<file path="config.mk">
export PLATFORM = sky130hd
export DESIGN_NAME = byte_string_predicate
export DESIGN_NICKNAME = d
export VERILOG_FILES = /design/src/rtl/bsp_pkg.sv /design/src/rtl/bsp_ram.sv /design/src/rtl/bsp_seq.sv /design/src/rtl/byte_string_predicate.sv
export SDC_FILE = /design/constraint.sdc
export NUM_CORES = 2
export LEC_CHECK = 0
export ABC_AREA = 1
export BUFFER_PORTS_ARGS = -buffer_cell sky130_fd_sc_hd__buf_2
export CAP_MARGIN = 0
export CELL_PAD_IN_SITES_DETAIL_PLACEMENT = 0
export CELL_PAD_IN_SITES_GLOBAL_PLACEMENT = 1
export CORE_MARGIN = 2
export CORE_UTILIZATION = 48
export CTS_CLUSTER_DIAMETER = 40
export DETAILED_ROUTE_END_ITERATION = 6
export PLACE_DENSITY = 0.76
export REMOVE_ABC_BUFFERS = 1
export SYNTH_ARGS = -nofsm -noshare
export SYNTH_HDL_FRONTEND = slang
export SYNTH_SLANG_ARGS = --single-unit
</file>
<file path="constraint.sdc">
create_clock -name clk -period 3.3 [get_ports clk]
set_clock_uncertainty 0.15 [all_clocks]
set_input_delay 0.495 -clock clk [delete_from_list [all_inputs] [get_ports clk]]
set_output_delay 0.495 -clock clk [all_outputs]
set_load 0.01 [all_outputs]
</file>
<file path="src/rtl/bsp_pkg.sv">
// ----------------------------------------------------------------------------
// bsp_pkg
// shared types, codes and the microcode table of the byte string predicate
// ----------------------------------------------------------------------------
package bsp_pkg;

  localparam int MAX_LEN_DEF = 256;
  localparam int BYTE_W      = 8;
  localparam int S_TDATA_W   = 16;
  localparam int M_TDATA_W   = 8;
  localparam int STEP_W      = 3;

  typedef enum logic [1:0] {
    REQ_LEFT  = 2'd0,
    REQ_RIGHT = 2'd1,
    REQ_EVAL  = 2'd2,
    REQ_NONE  = 2'd3
  } req_t;

  typedef enum logic [2:0] {
    OP_EQ       = 3'd0,
    OP_NE       = 3'd1,
    OP_LT       = 3'd2,
    OP_GT       = 3'd3,
    OP_CONTAINS = 3'd4,
    OP_PREFIX   = 3'd5,
    OP_SUFFIX   = 3'd6,
    OP_UNSUP    = 3'd7
  } oper_t;

  typedef enum logic [1:0] {
    ERR_NONE     = 2'd0,
    ERR_OPCODE   = 2'd1,
    ERR_OVERFLOW = 2'd2
  } err_t;

  typedef enum logic [1:0] {
    ORD_LT = 2'd0,
    ORD_EQ = 2'd1,
    ORD_GT = 2'd2
  } ord_t;

  // datapath actions
  typedef enum logic [2:0] {
    A_NOP     = 3'd0,
    A_INIT    = 3'd1,
    A_CMP     = 3'd2,
    A_NEXTPOS = 3'd3,
    A_FINISH  = 3'd4
  } act_t;

  // jump conditions
  typedef enum logic [2:0] {
    C_NEVER    = 3'd0,
    C_ALWAYS   = 3'd1,
    C_EARLY    = 3'd2,
    C_IDX_DONE = 3'd3,
    C_BYTE_GO  = 3'd4,
    C_RETRY    = 3'd5
  } cond_t;

  typedef logic [STEP_W-1:0] step_t;

  typedef struct packed {
    act_t  act;
    cond_t cond;
    step_t target;
  } uword_t;

  // status from the datapath that the jump conditions test
  typedef struct packed {
    logic early;
    logic idx_done;
    logic byte_go;
    logic retry;
  } flags_t;

  localparam step_t ST_INIT   = 3'd0;
  localparam step_t ST_LOOP   = 3'd1;
  localparam step_t ST_CMP    = 3'd2;
  localparam step_t ST_WEND   = 3'd3;
  localparam step_t ST_FINISH = 3'd4;
  localparam step_t ST_NEXT   = 3'd5;

  // one control word per step
  function automatic uword_t ucode_rom(input step_t step);
    uword_t w;
    case (step)
      ST_INIT:   w = '{act: A_INIT,    cond: C_EARLY,    target: ST_FINISH};
      ST_LOOP:   w = '{act: A_NOP,     cond: C_IDX_DONE, target: ST_WEND};
      ST_CMP:    w = '{act: A_CMP,     cond: C_BYTE_GO,  target: ST_LOOP};
      ST_WEND:   w = '{act: A_NOP,     cond: C_RETRY,    target: ST_NEXT};
      ST_FINISH: w = '{act: A_FINISH,  cond: C_ALWAYS,   target: ST_INIT};
      ST_NEXT:   w = '{act: A_NEXTPOS, cond: C_ALWAYS,   target: ST_LOOP};
      default:   w = '{act: A_NOP,     cond: C_ALWAYS,   target: ST_INIT};
    endcase
    return w;
  endfunction

endpackage

</file>
<file path="src/rtl/bsp_ram.sv">
// ----------------------------------------------------------------------------
// bsp_ram
// generic single write, single read memory with registered read data
// ----------------------------------------------------------------------------
module bsp_ram #(
  parameter int WIDTH = 8,
  parameter int DEPTH = 256,
  localparam int AW = (DEPTH > 1) ? $clog2(DEPTH) : 1
) (
  input  logic             clk,
  input  logic             we,
  input  logic [AW-1:0]    waddr,
  input  logic [WIDTH-1:0] wdata,
  input  logic [AW-1:0]    raddr,
  output logic [WIDTH-1:0] rdata
);

  logic [WIDTH-1:0] mem [DEPTH];

  always_ff @(posedge clk) begin
    if (we) begin
      mem[waddr] <= wdata;
    end
    rdata <= mem[raddr];
  end

endmodule

</file>
<file path="src/rtl/bsp_seq.sv">
// ----------------------------------------------------------------------------
// bsp_seq
// step counter over the microcode table with conditional jumps
// ----------------------------------------------------------------------------
module bsp_seq
  import bsp_pkg::*;
(
  input  logic   clk,
  input  logic   rst,
  input  logic   run,
  input  logic   hold,
  input  flags_t flags,
  output act_t   act
);

  step_t  pc;
  step_t  pc_next;
  uword_t uw;
  logic   taken;

  assign uw  = ucode_rom(pc);
  assign act = run ? uw.act : A_NOP;

  always_comb begin
    case (uw.cond)
      C_ALWAYS:   taken = 1'b1;
      C_EARLY:    taken = flags.early;
      C_IDX_DONE: taken = flags.idx_done;
      C_BYTE_GO:  taken = flags.byte_go;
      C_RETRY:    taken = flags.retry;
      default:    taken = 1'b0;
    endcase
  end

  always_comb begin
    if (!run) begin
      pc_next = ST_INIT;
    end else if (hold) begin
      pc_next = pc;
    end else if (taken) begin
      pc_next = uw.target;
    end else begin
      pc_next = pc + step_t'(1);
    end
  end

  always_ff @(posedge clk) begin
    if (rst) begin
      pc <= ST_INIT;
    end else begin
      pc <= pc_next;
    end
  end

endmodule

</file>
<file path="src/rtl/byte_string_predicate.sv">
// ----------------------------------------------------------------------------
// byte_string_predicate
// compare or search two byte strings loaded one byte per word
// ----------------------------------------------------------------------------
//  channel   dir  payload                                    handshake
//  s_axis    in   tuser: req_type; tdata: data_byte,         tvalid/tready
//                 operator_code, text_mode
//  m_axis    out  tdata: match, error                        tvalid/tready
//
//  load words are taken while idle, also when the operand is full.
//  an evaluate runs the microcode: a setup step, then per compared byte a
//  memory read step and a compare step; a window ends after a mismatch or
//  after its last byte, a contains window restarts at the next offset,
//  and a last step posts the result.
//  s_axis_tready is low from an evaluate until its result is in the output
//  register; that step waits while a previous result is not yet taken.
//  rst is synchronous; operand memories need no clearing after reset.
module byte_string_predicate
  import bsp_pkg::*;
#(
  parameter int MAX_LEN = MAX_LEN_DEF
) (
  input  logic                 clk,
  input  logic                 rst,
  input  logic                 s_axis_tvalid,
  output logic                 s_axis_tready,
  input  logic [S_TDATA_W-1:0] s_axis_tdata,  // data_byte, operator_code, text_mode
  input  logic [1:0]           s_axis_tuser,  // req_type
  output logic                 m_axis_tvalid,
  input  logic                 m_axis_tready,
  output logic [M_TDATA_W-1:0] m_axis_tdata   // match, error
);

  localparam int AW = (MAX_LEN > 1) ? $clog2(MAX_LEN) : 1;
  localparam int CW = $clog2(MAX_LEN + 1);
  localparam logic [CW-1:0] FULL = CW'(MAX_LEN);

  logic              busy;
  logic [CW-1:0]     left_count;
  logic [CW-1:0]     right_count;
  logic              overflowed;
  oper_t             op;
  logic              text;
  logic [CW-1:0]     idx;
  logic [CW-1:0]     off;
  logic [CW-1:0]     n;
  ord_t              ord;
  logic              match;
  err_t              error;

  logic              acc;
  req_t              req;
  logic [BYTE_W-1:0] in_byte;
  logic              left_we;
  logic              right_we;
  logic [BYTE_W-1:0] ldata;
  logic [BYTE_W-1:0] rdata;
  logic [CW-1:0]     rpos;
  logic [CW:0]       win_end;
  logic              l_eq;
  logic              l_lt;
  logic              l_gt;
  logic              match_calc;
  logic              hold;
  act_t              act;
  flags_t            flags;

  assign s_axis_tready = !busy;
  assign acc      = s_axis_tvalid && s_axis_tready;
  assign req      = req_t'(s_axis_tuser);
  assign in_byte  = s_axis_tdata[7:0];
  assign left_we  = acc && (req == REQ_LEFT) && (left_count < FULL);
  assign right_we = acc && (req == REQ_RIGHT) && (right_count < FULL);
  assign rpos     = off + idx;

  bsp_ram #(.WIDTH(BYTE_W), .DEPTH(MAX_LEN)) u_left (
    .clk   (clk),
    .we    (left_we),
    .waddr (left_count[AW-1:0]),
    .wdata (in_byte),
    .raddr (idx[AW-1:0]),
    .rdata (ldata)
  );

  bsp_ram #(.WIDTH(BYTE_W), .DEPTH(MAX_LEN)) u_right (
    .clk   (clk),
    .we    (right_we),
    .waddr (right_count[AW-1:0]),
    .wdata (in_byte),
    .raddr (rpos[AW-1:0]),
    .rdata (rdata)
  );

  assign l_eq = (left_count == right_count);
  assign l_lt = (left_count < right_count);
  assign l_gt = (left_count > right_count);
  assign win_end = {1'b0, off} + {1'b0, left_count};

  // status for the jump conditions
  always_comb begin
    flags.early = overflowed || (op == OP_UNSUP)
               || ((op inside {OP_EQ, OP_NE}) && !l_eq)
               || ((op inside {OP_CONTAINS, OP_PREFIX, OP_SUFFIX}) && l_gt);
    flags.idx_done = (idx == n);
    flags.byte_go  = (ldata == rdata) && !(text && (ldata == '0));
    flags.retry    = (op == OP_CONTAINS) && (ord != ORD_EQ)
                  && (win_end < {1'b0, right_count});
  end

  always_comb begin
    case (op)
      OP_EQ:       match_calc = l_eq && (ord == ORD_EQ);
      OP_NE:       match_calc = !(l_eq && (ord == ORD_EQ));
      OP_LT:       match_calc = (ord == ORD_LT) || ((ord == ORD_EQ) && l_lt);
      OP_GT:       match_calc = (ord == ORD_GT) || ((ord == ORD_EQ) && l_gt);
      OP_CONTAINS,
      OP_PREFIX,
      OP_SUFFIX:   match_calc = !l_gt && (ord == ORD_EQ);
      default:     match_calc = 1'b0;
    endcase
  end

  assign hold = (act == A_FINISH) && m_axis_tvalid && !m_axis_tready;

  bsp_seq u_seq (
    .clk   (clk),
    .rst   (rst),
    .run   (busy),
    .hold  (hold),
    .flags (flags),
    .act   (act)
  );

  // control state
  always_ff @(posedge clk) begin
    if (rst) begin
      busy          <= 1'b0;
      left_count    <= '0;
      right_count   <= '0;
      overflowed    <= 1'b0;
      m_axis_tvalid <= 1'b0;
    end else begin
      if (acc) begin
        case (req)
          REQ_LEFT: begin
            if (left_count < FULL) begin
              left_count <= left_count + CW'(1);
            end else begin
              overflowed <= 1'b1;
            end
          end
          REQ_RIGHT: begin
            if (right_count < FULL) begin
              right_count <= right_count + CW'(1);
            end else begin
              overflowed <= 1'b1;
            end
          end
          REQ_EVAL: busy <= 1'b1;
          default: ;
        endcase
      end
      if (act == A_FINISH && !hold) begin
        busy          <= 1'b0;
        left_count    <= '0;
        right_count   <= '0;
        overflowed    <= 1'b0;
        m_axis_tvalid <= 1'b1;
      end else if (m_axis_tready) begin
        m_axis_tvalid <= 1'b0;
      end
    end
  end

  // datapath registers
  always_ff @(posedge clk) begin
    if (acc && req == REQ_EVAL) begin
      op   <= oper_t'(s_axis_tdata[10:8]);
      text <= s_axis_tdata[11];
    end
    case (act)
      A_INIT: begin
        idx <= '0;
        ord <= ORD_EQ;
        off <= (op == OP_SUFFIX) ? (right_count - left_count) : '0;
        n   <= ((op == OP_LT || op == OP_GT) && l_gt) ? right_count : left_count;
      end
      A_CMP: begin
        idx <= idx + CW'(1);
        if (ldata != rdata) begin
          ord <= (ldata < rdata) ? ORD_LT : ORD_GT;
        end
      end
      A_NEXTPOS: begin
        off <= off + CW'(1);
        idx <= '0;
        ord <= ORD_EQ;
      end
      A_FINISH: begin
        if (!hold) begin
          if (overflowed) begin
            error <= ERR_OVERFLOW;
            match <= 1'b0;
          end else if (op == OP_UNSUP) begin
            error <= ERR_OPCODE;
            match <= 1'b0;
          end else begin
            error <= ERR_NONE;
            match <= match_calc;
          end
        end
      end
      default: ;
    endcase
  end

  assign m_axis_tdata = {5'b0, error, match};

endmodule

</file>
==> impl_metrics.json <==
{
  "worst_ep_required_time_ns": 4.13,
  "worst_pin_slew_ns": 1.05,
  "powerDensity_nw_per_um2": 630,
  "die_w_um": 595,
  "cp_max_fo": 8,
  "synth_edf_count": 4132,
  "cts_buffer_depth": 4,
  "max_cap_violations": 0,
  "ys_seq_area_share_pct": 74.5,
  "hold_path.class": "input pin to flip-flop",
  "placedCellCount": 18100,
  "syn_area_sq_um": 168000,
  "wl_per_cell_um": 25.6,
  "via_count": 115000,
  "timing.final.ws_setup_ns": -0.265,
  "grt_use_total_pct": 26.8,
  "wl_um": 491000,
  "vdd_drop_max_v": 0.000562,
  "finalNonFillerCells": 19200,
  "initial_utilization_pct": 48.1,
  "finalSetupViolations": 11,
  "p_leak_nw": 67.6,
  "reg2reg_to": "u_right.rdata[2]$_DFF_P_",
  "grt_pass1_vias": 111000,
  "synth_cell_types": 50,
  "path_clk_slew_ns": 0.05,
  "ff2ff_path_depth": 18,
  "p_clk_share_pct": 46.1,
  "area_growth_pct": 19.8,
  "ant_nets": 0,
  "slew-limit-headroom_pct": 30.2,
  "cpLargestDelayFamily": "adder cells",
  "fillers": 27200,
  "rsz0062_at_grt": "yes",
  "setup.worst_path.end_class": "flip-flop",
  "internal_power_mw": 96.3,
  "p_comb_share_pct": 7.7,
  "antenna_found_initial": 19,
  "via_per_inst": 6.00,
  "cp_slowest_cell": "fa_4",
  "synth_ff_type": "edfxtp_1",
  "h-tree-depth": 6,
  "seq_area_sq_um": 125000,
  "pin_count": 32,
  "grt-ovfl-total": 0,
  "grt_pass1_wl_um": 716000,
  "drtIter0Drc": 16300,
  "postSynthAreaPerCell_sq_um": 12.6,
  "hold_violations": 0,
  "p_sw_mw": 30.2,
  "num-nets-final": 14200,
  "cts_tree": "built",
  "rrSetupSlack_ns": -0.26,
  "postSynthCellCount": 13300,
  "synth_compound_area_share_pct": 11.2,
  "path_class": "flip-flop to flip-flop",
  "multi_input_area_sq_um": 38800,
  "place_hpwl_um": 289000,
  "holdPathEnd": "op[1]$_DFFE_PP_",
  "synth.ff_latch_count": 4172,
  "cts_buffers": 539,
  "synth_xor_area_share_pct": 0.144,
  "synthSimpleGateAreaFrac_pct": 10.8,
  "root_buffer": "clkbuf_16",
  "worstSkewPairLatency_ns": 1.04,
  "numPortBuffers": 22,
  "p_seq_share_pct": 46.3,
  "reg2reg_from": "idx[0]$_SDFFCE_PP0P_",
  "holdCritStartpoint": "s_axis_tdata[9]",
  "drc": 2,
  "min_path_cells": 2,
  "coreArea_sq_um": 349000,
  "yosysWarnings": 0,
  "post_dp_cell_area_sq_um": 181000,
  "max_stage_delay_ns": 0.81,
  "status": "finished with violations",
  "path_common_cell": "nand2_1",
  "rows": 217,
  "ys_async_sr_fraction_pct": 0,
  "synthAdderAreaFrac_pct": 0.454,
  "die_area_sq_um": 354000,
  "period_minus_slack_ns": 3.56,
  "dr.pass1.iters": 7,
  "grt_max_degree": 200,
  "switching_share_pct": 23.9,
  "fin_area_sq_um": 201000,
  "clkSinkCount": 4172,
  "arrival_ns": 4.39,
  "period_share_pct": 108,
  "die_height_um": 595,
  "final_layout_size_suffix_gt1_share_pct": 15.8,
  "setup-tns-final_ns": -2.46,
  "synthMuxAreaShare_pct": 0,
  "gp_congestion": 0.920,
  "crit_buf_inv": 4,
  "violations": "design-rule violations, negative setup slack",
  "startpoint_type": "flip-flop",
  "synth_top_family_by_area": "compound AO/OA/AOI/OAI gates",
  "max_freq_mhz": 281,
  "cp_cell_sequence": "ha_4 > fa_4 > buf_12 > buf_4 > buf_12 > buf_12 > o21ai_0 > o22ai_1 > nand2_1 > nand2_1 > nand2_1 > nand2_2 > nand2_1 > nand3_2 > nand3_2 > nand2_1 > nand2_1 > nand2_1",
  "drv_slew": 0
}
-- worst max-delay path by stage --
stage / from / endpoint / slack [ns] / depth (start not counted)
finish: idx[0]$_SDFFCE_PP0P_ / u_right.rdata[2]$_DFF_P_ / -0.26 / 18
global route: off[0]$_DFFE_PP_ / u_right.rdata[2]$_DFF_P_ / -0.37 / 18
CTS: off[0]$_DFFE_PP_ / u_right.rdata[1]$_DFF_P_ / -0.26 / 16
detailed placement: off[0]$_DFFE_PP_ / u_right.rdata[4]$_DFF_P_ / -0.48 / 15
global placement: off[0]$_DFFE_PP_ / u_right.rdata[4]$_DFF_P_ / -0.45 / 15
floorplan: idx[0]$_SDFFCE_PP0P_ / u_left.rdata[2]$_DFF_P_ / -44.52 / 11
-- synthesized netlist by cell type, types with 35 or more instances --
library cell	n	area [sq um]
edfxtp_1	4132	124000
nor2_1	2705	10200
o21ai_0	2076	10400
nand2_1	1170	4390
o22ai_1	809	5060
nand3_1	630	3150
clkbuf_1	535	2010
buf_2	302	1510
o211ai_1	158	1190
a21oi_1	130	651
o221ai_1	129	1130
inv_1	124	465
ha_1	56	701
buf_4	51	383
dfxtp_1	40	801
buf_1	35	131
nand4_1	35	219
-- power by group through the flow --
stage / Combinational, mW / Sequential (mW) / Clock [mW]
global placement: 8.77 / 59.6 / 0
global route: 10.3 / 58.4 / 61.0
CTS: 9.45 / 58.5 / 58.8
detailed placement: 8.88 / 59.6 / 0
floorplan: 4.70 / 59.6 / 0
finish: 9.70 / 58.5 / 58.2
-- layout by cell type (no fill, tap or decap), types with 20 or more instances in the layout --
master	synthesis	routed
clkbuf_16	0	557
clkinv_1	5	67
inv_1	124	121
bufinv_16	0	48
clkbuf_1	535	65
nor2_1	2705	2703
o21ai_0	2076	2069
nand3_2	0	77
buf_4	51	984
dfxtp_1	40	40
nor3_1	26	24
clkinv_4	0	31
edfxtp_1	4132	4132
nand3_1	630	543
nand2_2	1	64
buf_12	1	194
o22ai_1	809	808
clkinvlp_4	0	49
inv_6	1	55
ha_1	56	53
clkinv_2	0	65
o221ai_1	129	129
o211ai_1	158	158
a21oi_1	130	128
nand4_1	35	35
dlygate4sd3_1	0	20
nand2_1	1170	1095
o21ai_1	20	25
-- through the flow --
| step | hold WS, ns | setup WS (ns) | power (mW) | utilization (%) |
|---|---|---|---|---|
| global placement | 0.317 | -0.446 | 68.3 | 51.9 |
| detailed placement | 0.326 | -0.477 | 68.5 | 51.9 |
| global route | 0.0960 | -0.367 | 130 | 57.6 |
| floorplan | 0.299 | -44.52 | 64.3 | - |
| finish | 0.145 | -0.265 | 126 | 57.6 |
| CTS | 0.0790 | -0.262 | 127 | 57.5 |
-- routing by layer --
metal	up-vias	wire length [um]	global-route usage, %
li1	50800	-	-
met1	57200	197000	37.9
met2	6189	226000	41.9
met3	903	49400	4.60
met4	0	18100	10.1
met5	-	0	0
-- area by class of cell --
class                   instances  share of cell area (%)
well taps                    4599                    2.87
repair buffers               1271                    6.33
clock inverters               357                    1.97
diodes                         15                  0.0187
flip-flops and latches       4172                    62.2
repair inverters                1                 0.00436
inverters                     140                   0.299
multi-input cells            8021                    19.3
clock buffers                 618                    7.00
-- cells by family after synthesis --
family,after synthesis
and+or+nand+nor,4584
xor gates and xnor gates,25
AOI/OAI and AO/OA,3348
buffers and inverters,1091
adders and majority gates,59
DFF,4172
other,1
-- flip-flops by register name, summed over array words and instances, names as in the netlist, named ones only --
signal	count
u_right.mem	2048
n	9
right_count	9
overflowed	1
text	1
u_left.mem	2048
idx	9
left_count	9
u_seq.pc	2
busy	1
ord	2
off	9
u_right.rdata	8
error	2
op	3
u_left.rdata	8
match	1
m_axis_tvalid	1
-- timing repair --
item	in CTS	in global routing
setup buffers	23	5
setup endpoints to repair	19	19
hold buffers	20	0
gates cloned	13	6
resized for setup	189	53
endpoints found under the hold margin	637	0
pin swaps	77	25
No activity file was read; power rests on OpenSTA's default activity.
